## src/hw/rtl/gif_lzw_encoder_core_assert.svh

```systemverilog
// Assertion macros for the LZW encoder datapath.
`ifndef GIF_LZW_ENCODER_CORE_ASSERT_SVH
`define GIF_LZW_ENCODER_CORE_ASSERT_SVH

// Same-cycle implication, checked out of reset.
`define GLE_ASSERT_IMP(lbl, ante, cons, msg) \
	lbl: assert property (@(posedge clk) disable iff (!arst_n) (ante) |-> (cons)) \
		else $error(msg);

// Next-cycle implication, checked out of reset.
`define GLE_ASSERT_NXT(lbl, ante, cons, msg) \
	lbl: assert property (@(posedge clk) disable iff (!arst_n) (ante) |=> (cons)) \
		else $error(msg);

`endif

```

## src/hw/rtl/gle_pkg.sv

```systemverilog
// Types, constants and helpers shared by the LZW encoder modules.
`default_nettype none
package gle_pkg;

	localparam int SYM_W = 8;
	localparam int ACC_W = 24;
	localparam int BCNT_W = 5;
	localparam int SIZE_W = 4;
	localparam int SIZE_LO = 2;
	localparam int SIZE_HI = 8;
	localparam int SIZE_RST = 2;

	// One pixel transfer.
	typedef struct packed {
		logic [7:0] pixel_index;
		logic       last_pixel;
	} pixel_t;

	// One byte transfer of the code stream.
	typedef struct packed {
		logic [7:0] out_byte;
		logic       last_byte;
	} stream_t;

	// Which code the bit packer appends.
	typedef enum logic [1:0] {
		SEL_CLEAR,
		SEL_PREFIX,
		SEL_END
	} code_sel_t;

	// Controller states.
	typedef enum logic [4:0] {
		ST_IDLE,
		ST_INIT,
		ST_EMIT_CLR,
		ST_DRAIN_CLR,
		ST_SYM,
		ST_SEARCH,
		ST_EMIT_PFX,
		ST_DRAIN_PFX,
		ST_UPDATE,
		ST_EMIT_FULL,
		ST_DRAIN_FULL,
		ST_RESTART,
		ST_LAST_CHK,
		ST_EMIT_LPFX,
		ST_DRAIN_LPFX,
		ST_EMIT_END,
		ST_DRAIN_END,
		ST_FLUSH
	} state_t;

	// Commands from controller to datapath.
	typedef struct packed {
		logic      accept;
		logic      init;
		logic      emit;
		code_sel_t emit_sel;
		logic      drain;
		logic      final_flag;
		logic      flush;
		logic      first_sym;
		logic      srch_start;
		logic      srch_run;
		logic      take_hit;
		logic      update;
		logic      restart;
		logic      finish;
	} cmd_t;

	// Status from datapath to controller.
	typedef struct packed {
		logic started;
		logic pvalid;
		logic last;
		logic ge8;
		logic bnz;
		logic out_free;
		logic srch_done;
		logic srch_hit;
		logic full;
	} stat_t;

	// Clamp the minimum code size to the legal GIF range.
	function automatic logic [SIZE_W-1:0] eff_size(input logic [SIZE_W-1:0] s);
		logic [SIZE_W-1:0] r;
		r = s;
		if (s < SIZE_W'(SIZE_LO)) r = SIZE_W'(SIZE_LO);
		if (s > SIZE_W'(SIZE_HI)) r = SIZE_W'(SIZE_HI);
		return r;
	endfunction

endpackage
`default_nettype wire

```

## src/hw/rtl/gle_ctrl.sv

```systemverilog
// Sequencing state machine of the LZW encoder.
`default_nettype none
module gle_ctrl (
	input  wire logic          clk,
	input  wire logic          arst_n,
	input  wire logic          pixel_valid,
	output logic               pixel_stall,
	input  wire gle_pkg::stat_t stat,
	output gle_pkg::cmd_t      cmd
);

	gle_pkg::state_t state_q, state_nxt;

	// State register.
	always_ff @(posedge clk or negedge arst_n) begin
		if (!arst_n) begin
			state_q <= gle_pkg::ST_IDLE;
		end else begin
			state_q <= state_nxt;
		end
	end

	// Next state.
	always_comb begin
		state_nxt = state_q;
		case (state_q)
			gle_pkg::ST_IDLE: begin
				if (pixel_valid) begin
					state_nxt = stat.started ? gle_pkg::ST_SYM : gle_pkg::ST_INIT;
				end
			end
			gle_pkg::ST_INIT:      state_nxt = gle_pkg::ST_EMIT_CLR;
			gle_pkg::ST_EMIT_CLR:  state_nxt = gle_pkg::ST_DRAIN_CLR;
			gle_pkg::ST_DRAIN_CLR: begin
				if (!stat.ge8) state_nxt = gle_pkg::ST_SYM;
			end
			gle_pkg::ST_SYM: begin
				state_nxt = stat.pvalid ? gle_pkg::ST_SEARCH : gle_pkg::ST_LAST_CHK;
			end
			gle_pkg::ST_SEARCH: begin
				if (stat.srch_hit) state_nxt = gle_pkg::ST_LAST_CHK;
				else if (stat.srch_done) state_nxt = gle_pkg::ST_EMIT_PFX;
			end
			gle_pkg::ST_EMIT_PFX:  state_nxt = gle_pkg::ST_DRAIN_PFX;
			gle_pkg::ST_DRAIN_PFX: begin
				if (!stat.ge8) state_nxt = gle_pkg::ST_UPDATE;
			end
			gle_pkg::ST_UPDATE: begin
				state_nxt = stat.full ? gle_pkg::ST_EMIT_FULL : gle_pkg::ST_LAST_CHK;
			end
			gle_pkg::ST_EMIT_FULL:  state_nxt = gle_pkg::ST_DRAIN_FULL;
			gle_pkg::ST_DRAIN_FULL: begin
				if (!stat.ge8) state_nxt = gle_pkg::ST_RESTART;
			end
			gle_pkg::ST_RESTART:  state_nxt = gle_pkg::ST_LAST_CHK;
			gle_pkg::ST_LAST_CHK: begin
				state_nxt = stat.last ? gle_pkg::ST_EMIT_LPFX : gle_pkg::ST_IDLE;
			end
			gle_pkg::ST_EMIT_LPFX:  state_nxt = gle_pkg::ST_DRAIN_LPFX;
			gle_pkg::ST_DRAIN_LPFX: begin
				if (!stat.ge8) state_nxt = gle_pkg::ST_EMIT_END;
			end
			gle_pkg::ST_EMIT_END:   state_nxt = gle_pkg::ST_DRAIN_END;
			gle_pkg::ST_DRAIN_END: begin
				if (!stat.ge8) state_nxt = gle_pkg::ST_FLUSH;
			end
			gle_pkg::ST_FLUSH: begin
				if (!stat.bnz || stat.out_free) state_nxt = gle_pkg::ST_IDLE;
			end
			default: state_nxt = gle_pkg::ST_IDLE;
		endcase
	end

	// Command outputs.
	always_comb begin
		cmd = '0;
		cmd.emit_sel = gle_pkg::SEL_CLEAR;
		pixel_stall = (state_q != gle_pkg::ST_IDLE);
		case (state_q)
			gle_pkg::ST_IDLE:     cmd.accept = pixel_valid;
			gle_pkg::ST_INIT:     cmd.init = 1'b1;
			gle_pkg::ST_EMIT_CLR: begin
				cmd.emit = 1'b1;
				cmd.emit_sel = gle_pkg::SEL_CLEAR;
			end
			gle_pkg::ST_DRAIN_CLR: cmd.drain = 1'b1;
			gle_pkg::ST_SYM: begin
				cmd.first_sym = !stat.pvalid;
				cmd.srch_start = stat.pvalid;
			end
			gle_pkg::ST_SEARCH: begin
				cmd.srch_run = 1'b1;
				cmd.take_hit = stat.srch_hit;
			end
			gle_pkg::ST_EMIT_PFX: begin
				cmd.emit = 1'b1;
				cmd.emit_sel = gle_pkg::SEL_PREFIX;
			end
			gle_pkg::ST_DRAIN_PFX: cmd.drain = 1'b1;
			gle_pkg::ST_UPDATE:    cmd.update = 1'b1;
			gle_pkg::ST_EMIT_FULL: begin
				cmd.emit = 1'b1;
				cmd.emit_sel = gle_pkg::SEL_CLEAR;
			end
			gle_pkg::ST_DRAIN_FULL: cmd.drain = 1'b1;
			gle_pkg::ST_RESTART:    cmd.restart = 1'b1;
			gle_pkg::ST_LAST_CHK: begin
			end
			gle_pkg::ST_EMIT_LPFX: begin
				cmd.emit = 1'b1;
				cmd.emit_sel = gle_pkg::SEL_PREFIX;
			end
			gle_pkg::ST_DRAIN_LPFX: cmd.drain = 1'b1;
			gle_pkg::ST_EMIT_END: begin
				cmd.emit = 1'b1;
				cmd.emit_sel = gle_pkg::SEL_END;
			end
			gle_pkg::ST_DRAIN_END: begin
				cmd.drain = 1'b1;
				cmd.final_flag = 1'b1;
			end
			gle_pkg::ST_FLUSH: begin
				cmd.flush = 1'b1;
				cmd.finish = !stat.bnz || stat.out_free;
			end
			default: cmd = '0;
		endcase
	end

endmodule
`default_nettype wire

```

## config.mk

```make
export PLATFORM = sky130hd
export DESIGN_NAME = gle_ctrl
export DESIGN_NICKNAME = d
export VERILOG_FILES = /design/src/hw/rtl/gif_lzw_encoder_core_assert.svh /design/src/hw/rtl/gle_pkg.sv /design/src/hw/rtl/gle_ctrl.sv
export SDC_FILE = /design/constraint.sdc
export NUM_CORES = 1
export LEC_CHECK = 0
export BUFFER_PORTS_ARGS = -buffer_cell sky130_fd_sc_hd__clkbuf_2
export CORE_AREA = 2 2 39 41
export DETAILED_ROUTE_END_ITERATION = 7
export DIE_AREA = 0 0 41 43
export GPL_TIMING_DRIVEN = 0
export PLACE_DENSITY = 0.8
export SETUP_SLACK_MARGIN = 0.1
export SLEW_MARGIN = 10
export SYNTH_ARGS = -nofsm -noshare
export SYNTH_HDL_FRONTEND = slang
export SYNTH_SLANG_ARGS = --single-unit
```

## constraint.sdc

```tcl
create_clock -name clk -period 3.6 [get_ports clk]
set_input_delay 0.72 -clock clk [delete_from_list [all_inputs] [get_ports clk]]
set_output_delay 0.72 -clock clk [all_outputs]
set_load 0.03 [all_outputs]
```

======== Yosys cells after proc, flatten, opt, wreduce, memory -nomap -nowiden ========
Cells that the tools add are included.
word-level totals
  input bits .............................. 12
  logic and storage cells ................. 60
  output and inout bits ................... 16
  flip-flop bits (word level) ............. 5
operators by class
  reductions and logical operators ........ 9
  muxes and demuxes ....................... 25
  equality and inequality tests ........... 25
operators with widths
  operator                                                                count
  5-bit one-hot mux with 18 select lines                                  1
  5-bit two-way mux                                                       9
  5-bit by 4-bit equality test with 1-bit output (second input constant)  8
  5-bit by 3-bit equality test with 1-bit output (second input constant)  4
  2-bit inequality test (second input constant)                           7
  5-bit by 2-bit equality test with 1-bit output (second input constant)  2
  5-bit equality test (second input constant)                             2
  3-bit one-hot mux with 3 select lines                                   1
  1-bit two-way mux                                                       8
  4-bit two-way mux                                                       2
  8-bit AND reduction                                                     1
  3-bit two-way mux                                                       2
  5-bit by 1-bit equality test with 1-bit output (second input constant)  1
  5-bit logical NOT                                                       1
  5-bit nonzero test                                                      1
  5-bit OR reduction                                                      1
  2-bit two-way mux                                                       2
  2-bit OR reduction                                                      2
  3-bit inequality test (second input constant)                           1
  1-bit logical NOT                                                       2
  1-bit logical OR                                                        1

======== Longest topological paths before layout ========
  word-level depth ........................ 4
  gate-level depth with buffers ........... 6
  depth with buffers taken out ............ 4

======== Worst setup path after synthesis ========
No wires, ideal clock.
  path type ............................... reg-to-output
  start ................................... reg state_q[0]
  end ..................................... out cmd[6] in the netlist's numbering
  stages on the path, launching flop included .. 5
  buffers on the path ..................... 2
  arrival ................................. 1.698 ns
  data required time ...................... 2.880 ns
  path slack .............................. 1.182 ns
  cell sequence ........................... dfrtp_1 -> buf_6 -> or3_1 -> clkbuf_2 -> nor3_1
RTL lines
  element                 line            text
  from (decl)             gle_ctrl.sv:12  gle_pkg::state_t state_q, state_nxt;
  from (signal assigned)  gle_ctrl.sv:17  state_q <= gle_pkg::ST_IDLE;
  from (signal assigned)  gle_ctrl.sv:19  state_q <= state_nxt;
  to (decl)               gle_ctrl.sv:9   output gle_pkg::cmd_t cmd

==> metrics list <==
- Pins Over Slew Limit: 0
- Number of flip-flops in the largest register: 5
- The wire-length estimate of the detail-placed layout is 1250 microns.
* Buffer levels on the longest clock path: 2
* Final count of negative-setup-slack endpoints: 0
* Data required, critical path: 2.88 ns
- Counting the buffers created by CTS gives 3.
- The flow ran to the end, and the final reports show no timing, DRC or antenna violations.
* Most flop-heavy register: state_q
- The worst setup path is of the flip-flop to output pin kind.
* Post-detailed-routing wire length: 1600 microns
- The floorplan step set the die height to 43 microns.
- 28 I/O pins were placed.
- Clock Skews: 0.00154 ns
* Max-Cap Viols: 0
* Routability-driven placement congestion ratio: 0.903
- After filler insertion, the fill cell instance count of the layout stands at 142.
- The worst path uses 72.4% of the clock period.
* Ratio of total power to cell area: 941 nW/um^2
- For the worst-skew pair, the clock arrives at the later sink with an insertion delay of 0.23 ns.
- Post-route setup TNS: 0 ns
- STA puts the critical path data arrival time at 1.89 ns.
- The final hold violation count was 0.
- Mean instance size in the synthesized netlist: 7.16 sq um
* Min cycle time layout: 2.61 ns
* Total overflow reported by the global router: 0
* Nets: 127
- Tracing the worst setup path back leads to its startpoint at state_q[2].
- Summing every instance area after synthesis gives 594 sq um.
- Actual transition at the worst max-transition pin: 0.432 ns
* Count of hold buffers inserted by post-cts repair: 0
- Initial cell density of the core: 42.9%
- Largest registers ranked by flip-flop count: state_q (5)
- Initial antenna violation count: 0
* Proportion of register bits with asynchronous set or reset after synthesis: 100%
- TritonCTS built the clock tree.
* Port Buf Inserts: 27
- In this run, post-CTS repair resized a total of 0 instances.
- Drt pass-1 iters: 4
* Number of DRC violations after detailed-routing iteration 0: 16
- Distinct cells, synth: 35
- Once the clock tree was built, the setup fixing pass inserted 0 buffers.
* Gate count of the mapped netlist: 83
* Maximum ir drop on the vdd rail: 0.496 mV
- Number of synthesized flops with an enable pin: 0
- The repair_antennas step left the layout with diodes totalling 0.
- Measured against its own limit, the worst slew margin works out to 71.2%.
* Cell leakage power: 0.000395 uW
* Launching element type of the critical path: flip-flop
* Kind of end point of the critical path: output pin
* Worst flop-to-flop path startpoint: state_q[0]
- The via count of the first global-routing pass came to 604.
- Area of the multi-input gates: 415 sq um
- In the final layout, flip-flops and latches occupy 125 sq um.
* Die outline width: 41 microns
- Wire length of the first global-routing pass: 2480 microns
- The floorplan step defined a die boundary enclosing 1760 sq um.
- Once detail routing completed, the nets flagged for antenna violations numbered 0.
- Most used flip-flop cell after synthesis: sky130_fd_sc_hd__dfrtp_1
* Maximum achievable frequency: 384 MHz
- Setup repair after global routing left no endpoint under its margin.
* CTS clock-pin slew for the worst setup and hold paths: 0.04 ns
- Synth-to-Final Area Change: 30.5%
- The number of nets handed over by synthesis was 95.
- The worst hold path belongs to the class input pin to async pin.
* Total global-route track usage: 20.6%
- In the final layout, the share of cells above drive strength 1 is 28.9%.
- Sequential cells were found to cover 21.1% of the synthesized design area.
* # rows: 14
- The final route contains 733 vias.
- CTS root buf: sky130_fd_sc_hd__clkbuf_4
- Clock tree synthesis found a total of 5 sinks.
- Vias per inst: 5.64
- WL per Instance: 12.3 microns
- For this run, the number of Yosys warnings is 0.
- Largest fanout on the critical path: 10
- Maximum number of pins on one net before global-route repair: 11
* Post-Place Cells: 126
* Placeable core region: 1380 sq um
- Number of H-tree levels: 1
* Number of cells in the finished layout apart from fillers: 130
- FF+latch count, synth: 5
- Number of remaining DRC errors: 0
-- worst paths after layout --
| path | end | slack, ns | cells after the start |
|---|---|---|---|
| max in group asynchronous | state_q[3] | 3.18 | 1 |
| worst min-delay path | state_q[2] | 0.29 | 1 |
| worst min register to register | state_q[1] | 0.75 | 3 |
| min in group clk | state_q[1] | 0.75 | 3 |
| worst max-delay path | cmd[12] | 0.99 | 6 |
| worst max register to register | state_q[0] | 1.61 | 6 |
-- metal layers --
metal | wire length, microns | global-route usage [%] | vias up
li1 | - | - | 368
met1 | 668 | 25.9 | 335
met2 | 823 | 30.9 | 28
met3 | 81 | 4.71 | 2
met4 | 21 | 11.3 | 0
met5 | 0 | 0 | -
-- area by class of cell --
class	count	share of cell area (%)
Tap cell	16	2.58
Timing Repair Buffer	27	17.4
Inverter	4	1.94
Multi-Input combinational cell	66	53.5
Sequential cell	5	16.1
Clock buffer	4	3.39
Buffer	8	5.00
-- stage by stage --
step                      total power, uW  hold slack (ns)  worst slack [ns]  utilization, %  instance area [sq um]
after floorplan                       532            0.424              1.18               -                    594
after global placement                651            0.533              1.28            54.2                    749
after detailed placement              662            0.536              1.29            54.2                    749
after CTS                             728            0.278              1.02            56.1                    776
after global routing                  792            0.277             0.880            56.1                    776
final                                 730            0.288             0.994            56.1                    776
-- synth_stat cells (2+ instances only) --
master | count | area share, %
sky130_fd_sc_hd__clkbuf_1 | 6 | 3.8
sky130_fd_sc_hd__a21o_1 | 3 | 3.8
sky130_fd_sc_hd__inv_1 | 4 | 2.5
sky130_fd_sc_hd__nor2b_1 | 3 | 3.2
sky130_fd_sc_hd__nor2_1 | 9 | 5.7
sky130_fd_sc_hd__a31oi_1 | 2 | 2.1
sky130_fd_sc_hd__nand3_1 | 6 | 5.1
sky130_fd_sc_hd__a21oi_1 | 3 | 2.5
sky130_fd_sc_hd__o211ai_1 | 4 | 5.1
sky130_fd_sc_hd__nand2b_1 | 3 | 3.2
sky130_fd_sc_hd__or3_1 | 2 | 2.1
sky130_fd_sc_hd__nand2_1 | 5 | 3.2
sky130_fd_sc_hd__nor3_1 | 6 | 5.1
sky130_fd_sc_hd__mux2_1 | 2 | 3.8
sky130_fd_sc_hd__dfrtp_1 | 5 | 21
-- layout by cell type, fill, tap and decap left out, types with 2 or more instances in the layout --
cell type                  count
sky130_fd_sc_hd__mux2_1        2
sky130_fd_sc_hd__nand3_1       6
sky130_fd_sc_hd__o211ai_1      4
sky130_fd_sc_hd__clkbuf_2     28
sky130_fd_sc_hd__or3_1         2
sky130_fd_sc_hd__inv_1         4
sky130_fd_sc_hd__a21oi_1       3
sky130_fd_sc_hd__nor2_1        9
sky130_fd_sc_hd__nor2b_1       3
sky130_fd_sc_hd__clkbuf_1      7
sky130_fd_sc_hd__nand2b_1      3
sky130_fd_sc_hd__clkbuf_4      3
sky130_fd_sc_hd__dfrtp_1       5
sky130_fd_sc_hd__nor3_1        6
sky130_fd_sc_hd__a21o_1        3
sky130_fd_sc_hd__nand2_1       5
sky130_fd_sc_hd__a31oi_1       2
-- power breakdown --
part	internal (uW)	switching, uW	leakage [uW]
combinational	198	362	0.000318
sequential	84.1	24.1	0.0000617
clock	41.7	20.1	0.0000150
-- kinds of logic after synthesis --
kind of cell / count (synthesis) / synth area share [%]
AOI/OAI and AO/OA: 22 / 28.0
xor gates and xnor gates: 1 / 1.47
DFF: 5 / 21.1
muxes: 2 / 3.79
buffers and inverters: 12 / 9.05
and+or+nand+nor: 41 / 36.6
-- worst max-delay path, stage by stage (launching register included) --
cell and delay [ns]:
sky130_fd_sc_hd__dfrtp_1 0.31, sky130_fd_sc_hd__clkbuf_1 0.32, sky130_fd_sc_hd__clkbuf_1 0.38, sky130_fd_sc_hd__nand2b_1 0.16
sky130_fd_sc_hd__nand3_1 0.08, sky130_fd_sc_hd__a21oi_1 0.17, sky130_fd_sc_hd__clkbuf_2 0.22
(Power assumes the default switching activity.)
